--- src/rtl/hcip_pkg.sv ---
`default_nettype none

package hcip_pkg;

    localparam int ALPHABET   = 26;
    localparam int LETTER_W   = 5;
    localparam int KEY_COLS   = 4;
    localparam int KEY_ROWS   = 4;
    localparam int ROW_SEL_W  = 2;
    localparam int KEY_ROW_W  = KEY_COLS * LETTER_W;
    localparam int KEY_SIZE_W = 3;
    localparam int CFG_IDX_W  = 3;
    localparam int CFG_DATA_W = KEY_ROW_W;
    // Four 5-bit by 5-bit products, summed.
    localparam int SUM_W      = 12;
    localparam int SUM_LO_W   = 6;
    localparam int SUM_HI_W   = SUM_W - SUM_LO_W;
    localparam int FOLD_W     = 7;

    typedef logic [LETTER_W-1:0] letter_t;
    typedef logic [KEY_ROW_W-1:0] key_row_t;
    typedef logic [KEY_SIZE_W-1:0] key_size_t;

    localparam letter_t PAD_LETTER = letter_t'(23);

    typedef enum logic [CFG_IDX_W-1:0] {
        REG_KEY_SIZE = 3'd0,
        REG_KEY_ROW0 = 3'd1,
        REG_KEY_ROW1 = 3'd2,
        REG_KEY_ROW2 = 3'd3,
        REG_KEY_ROW3 = 3'd4
    } cfg_reg_t;

    // Residue of (hi * 2^SUM_LO_W) mod 26 for every upper-half value.
    typedef logic [(1 << SUM_HI_W)-1:0][LETTER_W-1:0] mod_tab_t;

    function automatic mod_tab_t build_mod_hi();
        mod_tab_t t;
        for (int i = 0; i < (1 << SUM_HI_W); i++)
        begin
            t[i] = letter_t'((i * (1 << SUM_LO_W)) % ALPHABET);
        end
        return t;
    endfunction

    // Final reduction of a folded value below 4 * 26.
    function automatic letter_t mod26_small(logic [FOLD_W-1:0] v);
        logic [FOLD_W-1:0] r;
        if (v >= FOLD_W'(3 * ALPHABET))
            r = v - FOLD_W'(3 * ALPHABET);
        else if (v >= FOLD_W'(2 * ALPHABET))
            r = v - FOLD_W'(2 * ALPHABET);
        else if (v >= FOLD_W'(ALPHABET))
            r = v - FOLD_W'(ALPHABET);
        else
            r = v;
        return r[LETTER_W-1:0];
    endfunction

endpackage

`default_nettype wire

--- src/rtl/hcip_if.sv ---
`default_nettype none

interface hcip_in_if;
    logic                     valid;
    logic                     ready;
    logic [4:0]               plain_letter;
    logic                     end_of_message;

    modport source (output valid, output plain_letter, output end_of_message, input ready);
    modport sink   (input valid, input plain_letter, input end_of_message, output ready);
endinterface

interface hcip_out_if;
    logic                     valid;
    logic                     ready;
    logic [4:0]               cipher_letter;
    logic                     last_in_block;
    logic                     last_in_message;

    modport source (output valid, output cipher_letter, output last_in_block,
                    output last_in_message, input ready);
    modport sink   (input valid, input cipher_letter, input last_in_block,
                    input last_in_message, output ready);
endinterface

interface hcip_cfg_if;
    logic                     valid;
    logic                     ready;
    logic [2:0]               index;
    logic [19:0]              data;

    modport source (output valid, output index, output data, input ready);
    modport sink   (input valid, input index, input data, output ready);
endinterface

`default_nettype wire

--- src/rtl/hcip_row_unit.sv ---
`default_nettype none

// One cipher letter: key row dotted with the block, mod 26.
module hcip_row_unit #(
    parameter int MAX_N = 4
) (
    input  wire hcip_pkg::key_row_t               key_row,
    input  wire hcip_pkg::letter_t                letters [MAX_N],
    input  wire logic [$clog2(MAX_N+1)-1:0]       n_eff,
    output hcip_pkg::letter_t                     cipher
);
    import hcip_pkg::*;

    localparam int CNT_W = $clog2(MAX_N + 1);
    localparam mod_tab_t MOD_HI = build_mod_hi();

    logic [SUM_W-1:0]  sum;
    logic [FOLD_W-1:0] folded;

    always_comb
    begin
        sum = '0;
        for (int j = 0; j < MAX_N; j++)
        begin
            if (CNT_W'(j) < n_eff)
                sum = sum + SUM_W'(key_row[j*LETTER_W +: LETTER_W]) * SUM_W'(letters[j]);
        end
    end

    assign folded = FOLD_W'(MOD_HI[sum[SUM_W-1:SUM_LO_W]]) + FOLD_W'(sum[SUM_LO_W-1:0]);
    assign cipher = mod26_small(folded);

endmodule

`default_nettype wire

--- src/rtl/hill_cipher_encrypt.sv ---
`default_nettype none

// Hill cipher encryptor, 26-letter alphabet.
//
// cfg    : register writes, always ready. Index 0 is key_size (n, 0 acts as 1,
//          above MAX_N acts as MAX_N; a write drops any partial block), 1..4
//          are key rows 0..3, four 5-bit entries each, column 0 in low bits.
//          Write only while no letters are in flight.
// plain  : one letter per transaction; end_of_message pads the open block
//          with x and closes it.
// cipher : n letters per closed block, last_in_block on the n-th,
//          last_in_message also set when the block closed the message.
//
// Path: a closing letter fills the block register; each cipher letter then
// passes the output register. Throughput: one letter per cycle in each
// direction while nothing stalls; blocks go one row at a time through the
// single dot-product/mod-26 unit, so a padded short block holds off the
// letter closing the next block until the previous block has drained.
// Reset: key_size 2, key rows 0, empty block, nothing pending.
// A stalled receiver holds the output register; the block register behind it
// then fills and plain stalls once the next block would close.
module hill_cipher_encrypt #(
    parameter int MAX_N = 4
) (
    input  wire        clk,
    input  wire        rst_n,
    hcip_cfg_if.sink   cfg,
    hcip_in_if.sink    plain,
    hcip_out_if.source cipher
);
    import hcip_pkg::*;

    localparam int CNT_W = $clog2(MAX_N + 1);
    localparam int IDX_W = (MAX_N > 1) ? $clog2(MAX_N) : 1;

    // configuration
    key_size_t          key_size_reg;
    key_row_t           key_rows_reg [KEY_ROWS];
    logic [CNT_W-1:0]   n_eff;

    // gather stage
    letter_t            buf_reg [MAX_N];
    logic [CNT_W-1:0]   fill_count_reg;
    logic [CNT_W-1:0]   fill_eff;
    logic               completes;
    logic               accept;

    // held block, read out one row per cycle while the output register is free
    letter_t            blk_letters_reg [MAX_N];
    letter_t            blk_letters_next [MAX_N];
    logic               blk_valid_reg;
    logic               blk_eom_reg;
    logic [IDX_W-1:0]   row_reg;
    logic               last_row;
    logic               blk_free;
    logic               issue;
    letter_t            row_cipher;

    // output register
    logic               out_valid_reg;
    letter_t            out_letter_reg;
    logic               out_last_blk_reg;
    logic               out_last_msg_reg;
    logic               out_free;

    always_comb
    begin
        if (key_size_reg == '0)
            n_eff = CNT_W'(1);
        else if (key_size_reg > KEY_SIZE_W'(MAX_N))
            n_eff = CNT_W'(MAX_N);
        else
            n_eff = CNT_W'(key_size_reg);
    end

    assign cfg.ready = 1'b1;

    // ---- gather ----
    assign fill_eff  = (fill_count_reg >= n_eff) ? '0 : fill_count_reg;
    assign completes = (fill_eff + CNT_W'(1) == n_eff) || plain.end_of_message;

    assign out_free = !out_valid_reg || cipher.ready;
    assign issue    = blk_valid_reg && out_free;
    assign last_row = (CNT_W'(row_reg) + CNT_W'(1) == n_eff);
    assign blk_free = !blk_valid_reg || (issue && last_row);

    // Letters that only extend the block never need the block register.
    assign plain.ready = blk_free || !completes;
    assign accept      = plain.valid && plain.ready;

    // Closed block: buffered letters, the new one, then x padding.
    always_comb
    begin
        for (int j = 0; j < MAX_N; j++)
        begin
            if (CNT_W'(j) < fill_eff)
                blk_letters_next[j] = buf_reg[j];
            else if (CNT_W'(j) == fill_eff)
                blk_letters_next[j] = letter_t'(plain.plain_letter);
            else
                blk_letters_next[j] = PAD_LETTER;
        end
    end

    // ---- one row of the key per cycle while the output register is free ----
    hcip_row_unit #(
        .MAX_N (MAX_N)
    ) u_row (
        .key_row (key_rows_reg[ROW_SEL_W'(row_reg)]),
        .letters (blk_letters_reg),
        .n_eff   (n_eff),
        .cipher  (row_cipher)
    );

    // control state
    always_ff @(posedge clk or negedge rst_n)
    begin
        if (!rst_n)
        begin
            key_size_reg   <= KEY_SIZE_W'(2);
            for (int r = 0; r < KEY_ROWS; r++)
            begin
                key_rows_reg[r] <= '0;
            end
            fill_count_reg <= '0;
            blk_valid_reg  <= 1'b0;
            blk_eom_reg    <= 1'b0;
            row_reg        <= '0;
            out_valid_reg  <= 1'b0;
        end
        else
        begin
            if (cfg.valid && cfg.ready)
            begin
                case (cfg.index)
                    REG_KEY_SIZE: key_size_reg    <= cfg.data[KEY_SIZE_W-1:0];
                    REG_KEY_ROW0: key_rows_reg[0] <= cfg.data;
                    REG_KEY_ROW1: key_rows_reg[1] <= cfg.data;
                    REG_KEY_ROW2: key_rows_reg[2] <= cfg.data;
                    REG_KEY_ROW3: key_rows_reg[3] <= cfg.data;
                    default: ;
                endcase
            end

            // a key_size write drops the partial block
            if (accept)
                fill_count_reg <= completes ? '0 : fill_eff + CNT_W'(1);
            else if (cfg.valid && cfg.ready && (cfg.index == REG_KEY_SIZE))
                fill_count_reg <= '0;

            if (issue)
            begin
                if (last_row)
                    row_reg <= '0;
                else
                    row_reg <= row_reg + IDX_W'(1);
            end

            // a new block may land as the old one leaves
            if (accept && completes)
            begin
                blk_valid_reg <= 1'b1;
                blk_eom_reg   <= plain.end_of_message;
            end
            else if (issue && last_row)
            begin
                blk_valid_reg <= 1'b0;
            end

            if (issue)
                out_valid_reg <= 1'b1;
            else if (cipher.ready)
                out_valid_reg <= 1'b0;
        end
    end

    // payload
    always_ff @(posedge clk)
    begin
        if (accept && !completes)
            buf_reg[IDX_W'(fill_eff)] <= letter_t'(plain.plain_letter);
        if (accept && completes)
            blk_letters_reg <= blk_letters_next;
        if (issue)
        begin
            out_letter_reg   <= row_cipher;
            out_last_blk_reg <= last_row;
            out_last_msg_reg <= last_row && blk_eom_reg;
        end
    end

    assign cipher.valid           = out_valid_reg;
    assign cipher.cipher_letter   = out_letter_reg;
    assign cipher.last_in_block   = out_last_blk_reg;
    assign cipher.last_in_message = out_last_msg_reg;

    // ---- checks ----
    a_fill_below_n: assert property (@(posedge clk) disable iff (!rst_n)
        fill_count_reg < n_eff)
        else $error("fill count reached block length");

    a_row_below_n: assert property (@(posedge clk) disable iff (!rst_n)
        blk_valid_reg |-> (CNT_W'(row_reg) < n_eff))
        else $error("row index beyond block length");

    a_blk_drains_fully: assert property (@(posedge clk) disable iff (!rst_n)
        $fell(blk_valid_reg) |-> $past(issue && last_row))
        else $error("block dropped before its last row");

    a_cipher_in_alphabet: assert property (@(posedge clk) disable iff (!rst_n)
        out_valid_reg |-> (out_letter_reg < letter_t'(ALPHABET)))
        else $error("cipher letter outside alphabet");

endmodule

`default_nettype wire
--- src/flat_wrapper.sv ---
// flat-port wrapper written by rule: the top's interface ports become plain ports
module hill_cipher_encrypt_flat import hcip_pkg::*;
#(
    parameter int MAX_N = 4
)
  (clk, rst_n, cfg_valid, cfg_index, cfg_data, cfg_ready, plain_valid, plain_plain_letter, plain_end_of_message, plain_ready, cipher_valid, cipher_cipher_letter, cipher_last_in_block, cipher_last_in_message, cipher_ready);
  hcip_cfg_if cfg_i ();
  hcip_in_if plain_i ();
  hcip_out_if cipher_i ();
  input  wire clk;
  input  wire rst_n;
  input wire logic [$bits(cfg_i.valid)-1:0] cfg_valid;
  input wire logic [$bits(cfg_i.index)-1:0] cfg_index;
  input wire logic [$bits(cfg_i.data)-1:0] cfg_data;
  output wire logic [$bits(cfg_i.ready)-1:0] cfg_ready;
  input wire logic [$bits(plain_i.valid)-1:0] plain_valid;
  input wire logic [$bits(plain_i.plain_letter)-1:0] plain_plain_letter;
  input wire logic [$bits(plain_i.end_of_message)-1:0] plain_end_of_message;
  output wire logic [$bits(plain_i.ready)-1:0] plain_ready;
  output wire logic [$bits(cipher_i.valid)-1:0] cipher_valid;
  output wire logic [$bits(cipher_i.cipher_letter)-1:0] cipher_cipher_letter;
  output wire logic [$bits(cipher_i.last_in_block)-1:0] cipher_last_in_block;
  output wire logic [$bits(cipher_i.last_in_message)-1:0] cipher_last_in_message;
  input wire logic [$bits(cipher_i.ready)-1:0] cipher_ready;
  assign cfg_i.valid = cfg_valid;
  assign cfg_i.index = cfg_index;
  assign cfg_i.data = cfg_data;
  assign cfg_ready = cfg_i.ready;
  assign plain_i.valid = plain_valid;
  assign plain_i.plain_letter = plain_plain_letter;
  assign plain_i.end_of_message = plain_end_of_message;
  assign plain_ready = plain_i.ready;
  assign cipher_valid = cipher_i.valid;
  assign cipher_cipher_letter = cipher_i.cipher_letter;
  assign cipher_last_in_block = cipher_i.last_in_block;
  assign cipher_last_in_message = cipher_i.last_in_message;
  assign cipher_i.ready = cipher_ready;
  hill_cipher_encrypt #(.MAX_N(MAX_N)) u_core (.clk(clk), .rst_n(rst_n), .cfg(cfg_i), .plain(plain_i), .cipher(cipher_i));
endmodule
--- config.mk ---
export PLATFORM = sky130hd
export DESIGN_NAME = hill_cipher_encrypt_flat
export DESIGN_NICKNAME = d
export VERILOG_FILES = /design/src/rtl/hcip_pkg.sv /design/src/rtl/hcip_if.sv /design/src/rtl/hcip_row_unit.sv /design/src/rtl/hill_cipher_encrypt.sv /design/src/flat_wrapper.sv
export SDC_FILE = /design/constraint.sdc
export NUM_CORES = 1
export LEC_CHECK = 0
export ABC_AREA = 1
export CORE_MARGIN = 4
export CORE_UTILIZATION = 50
export DETAILED_ROUTE_END_ITERATION = 6
export DONT_BUFFER_PORTS = 1
export MAX_ROUTING_LAYER = met4
export PLACE_DENSITY = 0.71
export SETUP_SLACK_MARGIN = 0.05
export SYNTH_ARGS = -nofsm -noshare
export SYNTH_HDL_FRONTEND = slang
export SYNTH_SLANG_ARGS = --single-unit
--- constraint.sdc ---
create_clock -name clk -period 26.3 [get_ports clk]
set_input_delay 1.315 -clock clk [delete_from_list [all_inputs] [get_ports clk]]
set_output_delay 1.315 -clock clk [all_outputs]
set_load 0.005 [all_outputs]
==> reports/qor.csv <==
stage;metric;value;unit
clock_tree;post-CTS sizing;0;
layout;fin area;0.0128;mm²
global_routing;largest net degree at the start of global routing;92;
worst_setup_path;critical path class;reg2reg;
clock_tree;Clock Pin Slew Worst Setup and Hold Paths;0.06;ns
routing;drt pass-1 iters;6;
sta;Max Clock Skew;0.00785;ns
layout;diode count;0;
place;Post-Place Cell Area;0.0122;mm²
sta;max-slew violation count;0;
hold_path;worst hold path endpoint;u_core.key_rows_reg[47]$_DFFE_PN0P_;
hold_path;hold path startpoint;u_core.key_rows_reg[47]$_DFFE_PN0P_;
sta;Final Hold Viols;0;
place;IO buf count;0;
place;dpl hpwl;21900;µm
hold_path;Worst Hold Class;reg2reg;
sta;unrepaired setup endpoints after global routing;false;
sta;Worst Hold Slack;0.485;ns
synthesis;Cells after Synth;1591;
clock_tree;CTS buffer count;17;
die;row count;56;
worst_setup_path;Worst R2R Setup Slack;11.54;ns
hold_path;Hold Crit Depth;2;
routing;Detail Route Antenna Nets;0;
worst_setup_path;Req. time, crit path;26.48;ns
worst_setup_path;R2R Path Start;u_core.row_reg[0]$_DFFE_PN0P_;
die;Core Footprint;0.0235;mm²
routing;Routed wire per std cell;14.5;µm
worst_setup_path;CP Launch Type;flip-flop;
synthesis;Yosys top cell area share;18.9;%
synthesis;synth top area cells;dfrtp_1 19%, nand2_1 15%, edfxtp_1 12%;
worst_setup_path;slowest cell delay on critical path;0.59;ns
worst_setup_path;critical path's most frequent cell;nand2_1;
global_routing;GR Overflow Total;0;
clock_tree;clk sinks;138;
die;IO Count;44;
routing;initial DRC count;612;
clock_tree;CTS tree;done;
synthesis;Synth Area per Inst;7.51;µm²
global_routing;number of global-route vias before repair;9637;
sta;Worst-Margin Slew;0.764;ns
die;die footprint;0.0264;mm²
die;Die W;163;µm
synthesis;Syn Nets;1790;
clock_tree;post-CTS setup buffer count;0;
layout;Largest register FFs;80;
global_routing;gr usage total;22.2;%
synthesis;Mapped Area;0.0119;mm²
clock_tree;worst-case clock buffer depth;2;
clock_tree;Post-CTS Hold Buffers;0;
global_routing;first-pass GRT wire length;46600;µm
routing;DR vias;9867;
synthesis;Seq/Total Area, Yosys;30.9;%
sta;setup TNS;0;ns
routing;WL final;27700;µm
layout;Nets;1775;
sta;post-route setup slack;11.54;ns
global_routing;initial antenna violation count;0;
flow_run;maxcap violations;0;
layout;synthesis-to-finish area growth;6.84;%
clock_tree;H-tree depth;4;
sta;final number of setup-violating endpoints;0;
routing;Vias/cell;5.17;
sta;highest clock rate;67.7;MHz
clock_tree;CTS Root Cell;clkbuf_16;
routing;drc violations;0;
synthesis;Yosys Warn Count;0;
worst_setup_path;CP Data Arrival Time;14.94;ns
synthesis;flops & latches, synth;138;
clock_tree;Skew-Pair Late Insertion Delay;0.42;ns
die;Die Y;163;µm
sta;post-route clock period utilization;56.1;%
die;starting density of the core;50.9;%
worst_setup_path;Critical Path End Type;flip-flop;
synthesis;distinct cell type count after synthesis;50;
worst_setup_path;FF-to-FF path depth;67;
worst_setup_path;FF-to-FF End;u_core.cipher.cipher_letter[1]$_DFFE_PP_;
sta;Final Critical Period;14.76;ns
sta;Max-slew headroom;49.0;%
layout;layout cells sized above 1;6.54;%
place;Placement Setup Slack;11.58;ns
worst_setup_path;crit path max fanout;43;
place;Final GP Congestion;0.926;
worst_setup_path;Worst path slowest cell;inv_2;
synthesis;largest area contributor in the netlist;dfrtp_1;
status;status;completed;
## critical path: cells and delay by family, from the launching register on
| kind | cells | cell delay [ns] |
|---|---|---|
| flops | 1 | 0.36 |
| compound gates | 3 | 0.56 |
| buf+inv | 16 | 1.83 |
| fa+ha+maj | 20 | 8.32 |
| xor+xnor | 4 | 1.10 |
| simple gates | 24 | 2.34 |
## worst max path at each step
| stage | start | endpoint | slack (ns) | cells after the start |
|---|---|---|---|---|
| 6_report | u_core.row_reg[0]$_DFFE_PN0P_ | u_core.cipher.cipher_letter[1]$_DFFE_PP_ | 11.54 | 67 |
| 5_1_grt | u_core.row_reg[0]$_DFFE_PN0P_ | u_core.cipher.cipher_letter[1]$_DFFE_PP_ | 10.43 | 67 |
| 4_1_cts | u_core.row_reg[0]$_DFFE_PN0P_ | u_core.cipher.cipher_letter[1]$_DFFE_PP_ | 11.55 | 61 |
| 3_5_place_dp | u_core.row_reg[0]$_DFFE_PN0P_ | u_core.cipher.cipher_letter[1]$_DFFE_PP_ | 11.58 | 61 |
| 3_3_place_gp | u_core.row_reg[0]$_DFFE_PN0P_ | u_core.cipher.cipher_letter[1]$_DFFE_PP_ | 11.97 | 67 |
| 2_1_floorplan | u_core.row_reg[0]$_DFFE_PN0P_ | u_core.cipher.cipher_letter[1]$_DFFE_PP_ | 12.91 | 67 |
## per-stage QoR
| stage | instances | util (%) |
|---|---|---|
| 3_5_place_dp | 1876 | 51.9 |
| 4_1_cts | 1908 | 54.4 |
| 2_1_floorplan | 1591 | - |
| 3_3_place_gp | 1876 | 51.9 |
| 5_1_grt | 1908 | 54.4 |
| 6_report | 1908 | 54.4 |
## synth_stat cells, drive strengths merged
cell type	n
o22ai	4
nand2	488
xor2	9
nor2	126
nor3	2
conb	1
edfxtp	47
a21oi	26
mux2i	2
a22o	1
fa	60
o21a	1
ha	105
nand4	17
a21o	2
o22a	1
o21ai	110
dfrtp	90
inv	265
a211oi	2
clkinv	2
clkbuf	29
a221oi	1
nand3b	3
dfstp	1
o21bai	2
or2	6
xnor2	10
a31oi	8
buf	14
nand3	155
o211ai	1
## routing by layer
metal  share of wire (%)  routed length, µm  vias to the layer above  GRT usage (%)
met3                 4.4               1210                       37           3.01
met1                  45              12400                     4614           28.6
met4                 1.9                522                        0           6.10
met2                  49              13500                      235           37.2
met5                   0                  0                        -              -
li1                    -                  -                     4981              -
## layout by cell type (no fill, tap or decap), types with 4 or more instances in the layout
cell type,n
edfxtp_1,47
nand2_1,470
a31oi_1,8
ha_1,105
nor2_2,9
o21ai_1,6
o21ai_0,102
nand2_2,15
dfrtp_1,90
xnor2_1,8
nand3_2,13
a21oi_1,24
clkbuf_16,17
nand4_1,17
nor2_1,114
inv_2,8
nand3_1,142
inv_6,5
o22ai_1,4
xor2_1,9
inv_1,257
buf_4,9
fa_1,60
## cell families (layout without fill, tap and decap cells)
| logic type | after synthesis | after routing | synth area share [%] |
|---|---|---|---|
| other cells | 1 | 1 | 0.0314 |
| fa+ha+maj | 165 | 165 | 21.1 |
| compound gates | 159 | 159 | 7.27 |
| xor+xnor | 19 | 19 | 1.52 |
| buf+inv | 310 | 308 | 10.3 |
| flops | 138 | 138 | 30.9 |
| mux | 2 | 2 | 0.168 |
| simple gates | 797 | 797 | 28.7 |
## cell type report
class,instances,area (µm²)
multi-input combinational,1143,7020
timing repair buffer,9,67.6
sequential,138,3690
fill,2209,10700
inverter,267,1000
tap,319,399
clock buffer,19,453
clock inverter,13,129
Power is left out: the tool's default activity adds up to more than one toggle a clock period on the data nets, which glitch-free logic cannot reach.
